==> config.mk <==
export PLATFORM = sky130hd
export DESIGN_NAME = positional_unique_id_list_top
export DESIGN_NICKNAME = d
export VERILOG_FILES = /design/src/hdl/puil_pkg.sv /design/src/hdl/positional_unique_id_list_top.sv
export VERILOG_INCLUDE_DIRS = /design/src /design/src/hdl
export SDC_FILE = /design/constraint.sdc
export NUM_CORES = 1
export LEC_CHECK = 0
export BUFFER_PORTS_ARGS = -buffer_cell sky130_fd_sc_hd__buf_2
export CAP_MARGIN = 20
export CORE_MARGIN = 2
export CORE_UTILIZATION = 67
export DETAILED_ROUTE_END_ITERATION = 6
export PLACE_DENSITY = 0.87
export SLEW_MARGIN = 20
export SYNTH_ARGS = -nofsm -noshare
export SYNTH_HDL_FRONTEND = slang
export SYNTH_SLANG_ARGS = --single-unit
==> constraint.sdc <==
create_clock -name clock -period 9.1 [get_ports clock]
set_input_delay 2.275 -clock clock [delete_from_list [all_inputs] [get_ports clock]]
set_output_delay 2.275 -clock clock [all_outputs]
set_load 0.05 [all_outputs]
==> src/hdl/assert_macros.svh <==
// assertion helpers for the rtl top level
`ifndef ASSERT_MACROS_SVH
`define ASSERT_MACROS_SVH

// same-cycle implication, disabled while reset is high
`define ASSERT_IMPLIES(label, clk, rst, ante, cons) \
   label: assert property (@(posedge clk) disable iff (rst) (ante) |-> (cons)) \
      else $error("assertion failed");

// next-cycle implication, disabled while reset is high
`define ASSERT_NEXT(label, clk, rst, ante, cons) \
   label: assert property (@(posedge clk) disable iff (rst) (ante) |=> (cons)) \
      else $error("assertion failed");

`endif

==> src/hdl/puil_pkg.sv <==
`default_nettype none

package puil_pkg;

   // default list capacity
   localparam int PUIL_CAPACITY = 16;

   // operation codes
   localparam logic [1:0] OP_INSERT = 2'd0;
   localparam logic [1:0] OP_REMOVE = 2'd1;
   localparam logic [1:0] OP_SEARCH = 2'd2;

   // status codes
   localparam logic [2:0] ST_OK        = 3'd0;
   localparam logic [2:0] ST_BAD_POS   = 3'd1;
   localparam logic [2:0] ST_DUPLICATE = 3'd2;
   localparam logic [2:0] ST_FULL      = 3'd3;
   localparam logic [2:0] ST_NOT_FOUND = 3'd4;
   localparam logic [2:0] ST_EMPTY     = 3'd5;

   // request transaction
   typedef struct packed {
      logic [1:0]         operation;
      logic signed [31:0] book_id;
      logic [7:0]         position;
   } puil_req_type;

   // response transaction
   typedef struct packed {
      logic [2:0] status;
      logic [4:0] found_position;
      logic [4:0] entry_count;
   } puil_rsp_type;

endpackage

`default_nettype wire

==> src/hdl/positional_unique_id_list_top.sv <==
// sequence: a refusal, the unused code or an empty search is answered straight from idle;
//    a search or insert first scans for the key, an accepted insert then moves entries
//    up to open its slot, and a remove moves entries down to close the gap
// throughput: one transaction at a time; busy drops in the response cycle, start taken then
// reset: synchronous, clears count and sequencer; store contents are not cleared
`default_nettype none

`include "assert_macros.svh"

module positional_unique_id_list_top #(
   parameter int CAPACITY = puil_pkg::PUIL_CAPACITY
) (
   input  wire logic                  clock,
   input  wire logic                  reset,
   input  wire logic                  start,
   output logic                       busy,
   input  wire puil_pkg::puil_req_type req_data,
   output logic                       rsp_strobe,
   output puil_pkg::puil_rsp_type     rsp_data
);

   localparam int AW = (CAPACITY > 1) ? $clog2(CAPACITY) : 1;
   localparam int CW = $clog2(CAPACITY + 1);
   localparam int PW = ((CW > 8) ? CW : 8) + 1;

   // sequencer states
   localparam logic [1:0] S_IDLE = 2'd0;
   localparam logic [1:0] S_SCAN = 2'd1;
   localparam logic [1:0] S_SHUP = 2'd2;
   localparam logic [1:0] S_SHDN = 2'd3;

   logic [1:0]    state_ff, state_in;
   logic [1:0]    op_ff, op_in;
   logic [31:0]   key_ff, key_in;
   logic [CW-1:0] pos_ff, pos_in;
   logic [CW-1:0] count_ff, count_in;
   logic [CW-1:0] idx_ff, idx_in;
   logic [CW-1:0] chk_ff, chk_in;
   logic          chk_vld_ff, chk_vld_in;
   logic          rsp_strobe_ff, rsp_strobe_in;
   puil_pkg::puil_rsp_type rsp_data_ff, rsp_data_in;

   logic [31:0]   mem [CAPACITY];
   logic [31:0]   rd_data_ff;
   logic [AW-1:0] rd_addr;
   logic          wr_en;
   logic [AW-1:0] wr_addr;
   logic [31:0]   wr_data;

   logic [PW-1:0] pos_w, cnt_w;
   logic [CW+4:0] found_wide, count_wide;

   assign pos_w = PW'(req_data.position);
   assign cnt_w = PW'(count_ff);

   // store: one write, one registered read per cycle
   always_ff @(posedge clock) begin
      if (wr_en) begin
         mem[wr_addr] <= wr_data;
      end
      rd_data_ff <= mem[rd_addr];
   end

   // sequencer
   always_comb begin
      state_in      = state_ff;
      op_in         = op_ff;
      key_in        = key_ff;
      pos_in        = pos_ff;
      count_in      = count_ff;
      idx_in        = idx_ff;
      chk_in        = chk_ff;
      chk_vld_in    = 1'b0;
      rsp_strobe_in = 1'b0;
      rsp_data_in   = rsp_data_ff;
      rd_addr       = '0;
      wr_en         = 1'b0;
      wr_addr       = '0;
      wr_data       = rd_data_ff;
      found_wide    = '0;
      count_wide    = '0;

      case (state_ff)
         S_IDLE: begin
            if (start) begin
               op_in  = req_data.operation;
               key_in = req_data.book_id;
               idx_in = '0;
               rsp_data_in.status         = puil_pkg::ST_OK;
               rsp_data_in.found_position = '0;
               count_wide = {5'b0, count_ff};
               rsp_data_in.entry_count    = count_wide[4:0];
               case (req_data.operation)
                  puil_pkg::OP_INSERT: begin
                     if (pos_w == '0 || pos_w > cnt_w + PW'(1)) begin
                        rsp_data_in.status = puil_pkg::ST_BAD_POS;
                        rsp_strobe_in      = 1'b1;
                     end else begin
                        pos_in   = CW'(pos_w - PW'(1));
                        state_in = S_SCAN;
                     end
                  end
                  puil_pkg::OP_REMOVE: begin
                     if (pos_w == '0 || pos_w > cnt_w) begin
                        rsp_data_in.status = puil_pkg::ST_BAD_POS;
                        rsp_strobe_in      = 1'b1;
                     end else begin
                        pos_in   = CW'(pos_w - PW'(1));
                        idx_in   = CW'(pos_w - PW'(1));
                        state_in = S_SHDN;
                     end
                  end
                  puil_pkg::OP_SEARCH: begin
                     if (count_ff == '0) begin
                        rsp_data_in.status = puil_pkg::ST_EMPTY;
                        rsp_strobe_in      = 1'b1;
                     end else begin
                        state_in = S_SCAN;
                     end
                  end
                  default: begin
                     rsp_strobe_in = 1'b1;
                  end
               endcase
            end
         end

         // walk the list, compare one entry a cycle
         S_SCAN: begin
            if (idx_ff < count_ff) begin
               rd_addr    = AW'(idx_ff);
               chk_vld_in = 1'b1;
               chk_in     = idx_ff;
               idx_in     = idx_ff + CW'(1);
            end
            if (chk_vld_ff && rd_data_ff == key_ff) begin
               state_in      = S_IDLE;
               rsp_strobe_in = 1'b1;
               chk_vld_in    = 1'b0;
               if (op_ff == puil_pkg::OP_SEARCH) begin
                  found_wide = {5'b0, chk_ff + CW'(1)};
                  rsp_data_in.found_position = found_wide[4:0];
               end else begin
                  rsp_data_in.status = puil_pkg::ST_DUPLICATE;
               end
            end else if (!chk_vld_ff && idx_ff >= count_ff) begin
               if (op_ff == puil_pkg::OP_SEARCH) begin
                  state_in           = S_IDLE;
                  rsp_strobe_in      = 1'b1;
                  rsp_data_in.status = puil_pkg::ST_NOT_FOUND;
               end else if (count_ff >= CW'(CAPACITY)) begin
                  state_in           = S_IDLE;
                  rsp_strobe_in      = 1'b1;
                  rsp_data_in.status = puil_pkg::ST_FULL;
               end else begin
                  state_in = S_SHUP;
                  idx_in   = count_ff;
               end
            end
         end

         // move entries up from the tail, then drop the key in
         S_SHUP: begin
            if (idx_ff > pos_ff) begin
               rd_addr    = AW'(idx_ff - CW'(1));
               chk_vld_in = 1'b1;
               chk_in     = idx_ff;
               idx_in     = idx_ff - CW'(1);
            end
            if (chk_vld_ff) begin
               wr_en   = 1'b1;
               wr_addr = AW'(chk_ff);
               wr_data = rd_data_ff;
            end else if (idx_ff == pos_ff) begin
               wr_en         = 1'b1;
               wr_addr       = AW'(pos_ff);
               wr_data       = key_ff;
               count_in      = count_ff + CW'(1);
               count_wide    = {5'b0, count_ff + CW'(1)};
               rsp_data_in.entry_count = count_wide[4:0];
               rsp_strobe_in = 1'b1;
               state_in      = S_IDLE;
            end
         end

         // close the gap, moving entries down toward the head
         S_SHDN: begin
            if (idx_ff + CW'(1) < count_ff) begin
               rd_addr    = AW'(idx_ff + CW'(1));
               chk_vld_in = 1'b1;
               chk_in     = idx_ff;
               idx_in     = idx_ff + CW'(1);
            end
            if (chk_vld_ff) begin
               wr_en   = 1'b1;
               wr_addr = AW'(chk_ff);
               wr_data = rd_data_ff;
            end else if (!(idx_ff + CW'(1) < count_ff)) begin
               count_in      = count_ff - CW'(1);
               count_wide    = {5'b0, count_ff - CW'(1)};
               rsp_data_in.entry_count = count_wide[4:0];
               rsp_strobe_in = 1'b1;
               state_in      = S_IDLE;
            end
         end

         default: begin
            state_in = S_IDLE;
         end
      endcase
   end

   // control registers
   always_ff @(posedge clock) begin
      if (reset) begin
         state_ff      <= S_IDLE;
         count_ff      <= '0;
         chk_vld_ff    <= 1'b0;
         rsp_strobe_ff <= 1'b0;
      end else begin
         state_ff      <= state_in;
         count_ff      <= count_in;
         chk_vld_ff    <= chk_vld_in;
         rsp_strobe_ff <= rsp_strobe_in;
      end
   end

   // transaction payload registers
   always_ff @(posedge clock) begin
      op_ff       <= op_in;
      key_ff      <= key_in;
      pos_ff      <= pos_in;
      idx_ff      <= idx_in;
      chk_ff      <= chk_in;
      rsp_data_ff <= rsp_data_in;
   end

   assign busy       = (state_ff != S_IDLE);
   assign rsp_strobe = rsp_strobe_ff;
   assign rsp_data   = rsp_data_ff;

   // checks
   `ASSERT_IMPLIES(a_count_cap, clock, reset, 1'b1, count_ff <= CW'(CAPACITY))
   `ASSERT_NEXT(a_start_answered, clock, reset, start && !busy, busy || rsp_strobe)
   `ASSERT_IMPLIES(a_fall_responds, clock, reset, $fell(busy), rsp_strobe)
   `ASSERT_IMPLIES(a_idle_no_write, clock, reset, !busy, !wr_en)

endmodule

`default_nettype wire

======== Word-level counts from Yosys, hierarchy flattened ========
Memory sizes are Yosys's and may differ from the RTL's. A register that Yosys moved wholly into a read port is not among the register bits.
Index checks and enable logic that the tools add are counted.
operators by class
  $add $sub $neg .......................... 7
  magnitude comparators ................... 7
  equal/unequal tests ..................... 27
  mux-type cells .......................... 86
  reduce and logical (&&, ||, !) cells .... 24
operators with widths
  kind                   count
  $mux W5                21
  $mux W32               3
  $eq A32 B32 Y1         1
  $pmux W5 S3            2
  $mux W2                12
  $mux W4                6
  $ne A2 B2 Y1 const B   12
  $mux W1                22
  $pmux W5 S2            2
  $pmux W5 S4            1
  $mux W3                6
  $pmux W8 S2            1
  $add A5 B1 Y5 const B  3
  $ne A3 B3 Y1 const B   5
  $reduce_and A5 Y1      3
  $sub A5 B1 Y5 const B  3
  $mux W13               1
  $pmux W4 S3            1
  $lt A5 B5 Y1           2
  $reduce_and A10 Y1     1
  $logic_not A9 Y1       1
  $pmux W3 S3            1
  $eq A2 B2 Y1 const B   4
  $gt A8 B5 Y1           1
  26 further kinds       36
storage, ports and cells
  flip-flop bits (word level) ............. 71
  RAM bits ................................ 512
  input port bits ......................... 45
  output and inout bits ................... 15
  word-level logic and storage cells ...... 164
  memories kept ........................... 1
memory list
  name  depth  bits a word  rd ports  clocked after memory_dff  wr ports  RTL line                             text
  mem   16     32           1         1                         1         positional_unique_id_list_top.sv:43  logic [31:0] mem [CAPACITY];

======== Depth between registers and ports, before layout ========
  word-level depth ........................ 7
  gate-level depth with buffers ........... 15
  depth with buffers taken out ............ 12

======== Worst setup path before layout ========
OpenSTA, ideal clock, no wires.
  path kind ............................... register to register
  start ................................... register idx_ff[4]
  end ..................................... memory mem[5][0], enable pin
  setup time .............................. 421 ps
  arrival ................................. 3,572 ps
  data required time ...................... 8,679 ps
  slack ................................... 5,107 ps
  cell stages (with the launch flop) ...... 8
  buffers on the path ..................... 0
  period minus slack after synthesis ...... 3,993 ps
  cell sequence ........................... edfxtp_1 > ha_1 > and3_1 > nand3_1 > nor3_1 > a21oi_1 > or2_2 > nor2_1
on the way
  word-level cells in the longest chain between the ends .. 6
  elaborated cells on any way between the ends .. 9
  those cells by class .................... 1 x eq/ne; 8 x mux
RTL lines
  item                           RTL line                              text
  from (decl)                    positional_unique_id_list_top.sv:37   logic [CW-1:0] idx_ff, idx_in;
  from (signal assigned)         positional_unique_id_list_top.sv:233  idx_ff <= idx_in;
  $eq A5 B5 Y1 (*)               positional_unique_id_list_top.sv:174  end else if (idx_ff == pos_ff) begin
  $mux W1                        positional_unique_id_list_top.sv:174
  $mux W1                        positional_unique_id_list_top.sv:170  if (chk_vld_ff) begin
  $pmux W1 S2                    positional_unique_id_list_top.sv:83   case (state_ff)
  $mux W1                        positional_unique_id_list_top.sv:58   if (wr_en) begin
  $mux W1 (not written as such)  positional_unique_id_list_top.sv:59   mem[wr_addr] <= wr_data;
  to (decl)                      positional_unique_id_list_top.sv:43
Every way passes the cells marked *; elsewhere a longest branch is shown, timed or not.

======== Final worst setup path ========
  start ................................... register idx_ff[2]
  end ..................................... register rd_data_ff[25] (read register of mem)
on the way
  word-level cells in the longest chain between the ends .. 4
  elaborated cells on any way between the ends .. 9
  those cells by class .................... 2 x add/sub; 3 x order compare; 4 x mux
RTL lines
  item             RTL line                              text
  $add A5 B1 Y5    positional_unique_id_list_top.sv:188  if (idx_ff + CW'(1) < count_ff) begin
  $lt A5 B5 Y1     positional_unique_id_list_top.sv:188
  $mux W4          positional_unique_id_list_top.sv:188
  $pmux W4 S3 (*)  positional_unique_id_list_top.sv:83
  to (decl)        positional_unique_id_list_top.sv:44   logic [31:0] rd_data_ff;
Marks and branches as above.
A chain may end at the register's enable or synchronous reset.

==> impl_metrics.py <==
metrics = {
    "sta": {
        "hold_violations": 0,
        "finClkSkew_ns": 0.0245,
        "setup_viol": 0,
        "maxSlewHeadroom_pct": 27.4,
        "final_max_slew_viol_count": 0,
        "max_freq_ghz": 0.199,
        "period_needed_ns": 5.02,
        "fin_ws_ns": 4.08,
        "worst_slew_pin_slew_ns": 1.09,
        "fin_setup_tns_ns": 0,
        "period_share_pct": 55.2,
        "rsz0062_at_grt": "false",
    },
    "drt": {
        "vias_per_cell": 6.98,
        "drtIter0Drc": 2992,
        "drt_wl_total_um": 68400,
        "dr.pass1.iters": 7,
        "wire_per_inst_um": 26.3,
        "drt_drc_violations_left": 1,
        "detail-route-antenna-nets": 0,
        "vias": 18200,
    },
    "placed_design": {
        "portBuffers": 59,
        "hpwl_um": 35900,
        "post-place-ws_ns": 4.27,
        "routabilityCongestion": 0.889,
        "place_inst": 2494,
    },
    "synthesis": {
        "syn_nets": 2106,
        "synth_top_area_share_pct": 66.8,
        "synth_cell_types": 64,
        "ys.flop_type": "edfxtp_1",
        "yosysWarnings": 0,
        "seq_area_frac_synth_pct": 70.0,
        "synthArstFlopShare_pct": 0,
        "synth_area_leaders": "edfxtp_1 (67%), nand2_1 (4.1%), nand3_1 (3.9%)",
        "synth_area_per_cell_um2": 12.7,
        "synth_top_cell_by_area": "edfxtp_1",
        "synthCells": 2029,
        "syn_area_um2": 25800,
        "ys_ff_latch": 615,
        "synth_edf_count": 574,
    },
    "pwr": {
        "p_leak_nw": 9.41,
        "p_per_area_nw_per_um2": 239,
        "max-vdd-ir-drop_v": 0.000215,
    },
    "layout": {
        "instances_no_fill": 2604,
        "insertedDiodeCount": 0,
        "fin_util_pct": 75.6,
        "syn2layout_area_growth_pct": 10.9,
        "layout_common_cells": "edfxtp_1 (574), nand2_1 (281), nand3_1 (200)",
        "final_common_cell": "edfxtp_1",
        "fin_nets": 2120,
        "drive_gt1_share_pct": 11.9,
    },
    "floorplanning": {
        "core_um2": 37800,
        "die_x_um": 200,
        "num_rows": 71,
        "start_util_pct": 68.2,
        "die_h_um": 200,
        "die_area_um2": 40100,
        "io_pins": 60,
    },
    "global_routing": {
        "grt_usage_pct": 34.0,
        "antenna_found_initial": 0,
        "grt_pass1_wl_um": 104000,
        "grt-ovfl-total": 0,
        "grt_max_degree": 85,
        "first_global_vias": 18100,
    },
    "setup_path": {
        "path_class": "flop to flop",
        "required_ns": 9.62,
        "cp_max_fo": 38,
        "r2r_slack_ns": 4.08,
        "cp-start-kind": "flop",
        "worstSetupEndpointType": "flop",
        "arrival_ns": 5.54,
        "crit_path_start": "idx_ff[2]$_DFFE_PP_",
        "r2r-start": "idx_ff[2]$_DFFE_PP_",
    },
    "job": {
        "cap_violations": 0,
    },
    "clock_network": {
        "cts_buffers": 58,
        "path_clk_slew_ns": 0.06,
        "hold_buffers": 0,
        "cts_num_sinks": 615,
        "cts_resized": 0,
        "clk_latency_ns": 0.62,
        "cts_root_buf": "clkbuf_16",
        "cts_buffer_depth": 3,
        "htree_num_levels": 2,
        "cts_tree": "built",
        "postCtsSetupRepairBufs": 0,
    },
    "worst_hold_path": {
        "holdCritStartpoint": "chk_ff[4]$_DFFE_PP_",
        "hold_class": "flop to flop",
    },
    "status": {
        "status": "finished with violations",
        "violations": "DRC",
    },
}
==> area by class of cell <==
| type | count | area (um^2) |
|---|---|---|
| sequential | 615 | 18100 |
| fill | 2140 | 9230 |
| multi-input combinational | 1254 | 7350 |
| clock buffer | 73 | 1560 |
| tap | 511 | 639 |
| timing repair buffer | 93 | 551 |
| clock inverter | 37 | 388 |
| inverter | 21 | 78.8 |
==> synth_stat cells, drive strengths merged, types with 8 or more instances <==
cell type / count
and2: 11
edfxtp: 574
ha: 32
xor2: 15
nand4: 99
nor2: 44
xnor2: 42
nand2b: 13
nor2b: 8
dfxtp: 41
nor3: 100
buf: 55
o21ai: 131
inv: 21
a21oi: 140
nand2: 282
mux2i: 18
nand3: 200
clkbuf: 84
mux2: 33
a211oi: 8
==> layer usage <==
layer	global-route usage (%)	vias to the layer above	part of all wire (%)
met5	0	-	0
met2	54.4	1576	47
met1	44.4	8623	34
met3	6.72	332	13
li1	-	7636	-
met4	18.5	0	5.9
==> stage by stage <==
step,hold WS [ns],cell area [um^2],power (mW)
2_1_floorplan,0.480,25800,4.09
3_3_place_gp,0.577,26700,4.32
3_5_place_dp,0.590,26700,4.38
4_1_cts,0.603,28600,6.80
5_1_grt,0.625,28600,7.00
6_report,0.596,28600,6.83
==> cells by family (layout without fill, tap and decap cells) <==
logic type	count (synthesis)	after routing	share of synthesized area, %
XOR/XNOR	58	58	2.02
AND/OR/NAND/NOR	780	780	14.4
multiplexers	51	51	2.14
buffers and inverters	160	224	2.54
flip-flops	615	615	70.0
AO/OA/AOI/OAI	333	333	7.34
adder cells (fa/ha/maj)	32	32	1.55
==> sequential cells by signal, indices dropped and copies added (netlist names) <==
name	cells
rd_data_ff	32
state_ff	2
key_ff	32
pos_ff	5
rsp_strobe	1
idx_ff	5
chk_vld_ff	1
rsp_data	13
op_ff	2
mem	512
count_ff	5
chk_ff	5
==> worst paths after layout <==
kind,endpoint,cells past startpoint
worst max-delay path,rd_data_ff[25]$_DFF_P_,13
worst min register to register,rsp_data[9]$_SDFFCE_PN0P_,2
worst max register to register,rd_data_ff[25]$_DFF_P_,13
worst min-delay path,rsp_data[9]$_SDFFCE_PN0P_,2
==> worst max-delay path, cell delays in order, from the launching register on <==
cell and delay (ns):
edfxtp_1 0.77, and3_1 0.38, xor2_1 0.18, ha_1 0.27, a21o_1 0.21, a21o_1 0.21, or4_1 0.59, o2111ai_4 0.12
buf_4 0.41, nand2_2 0.58, buf_4 0.54, a21oi_1 0.28, nor3_1 0.11, nor3_1 0.24
==> power breakdown <==
| part | internal (mW) | total [mW] | switching, mW | leakage, nW |
|---|---|---|---|---|
| registers | 3.36 | 3.43 | 0.0751 | 5.54 |
| clock network | 1.41 | 2.46 | 1.04 | 0.950 |
| logic | 0.248 | 0.940 | 0.693 | 2.92 |
| total | 5.02 | 6.83 | 1.81 | 9.41 |
(Power assumes the default switching activity.)
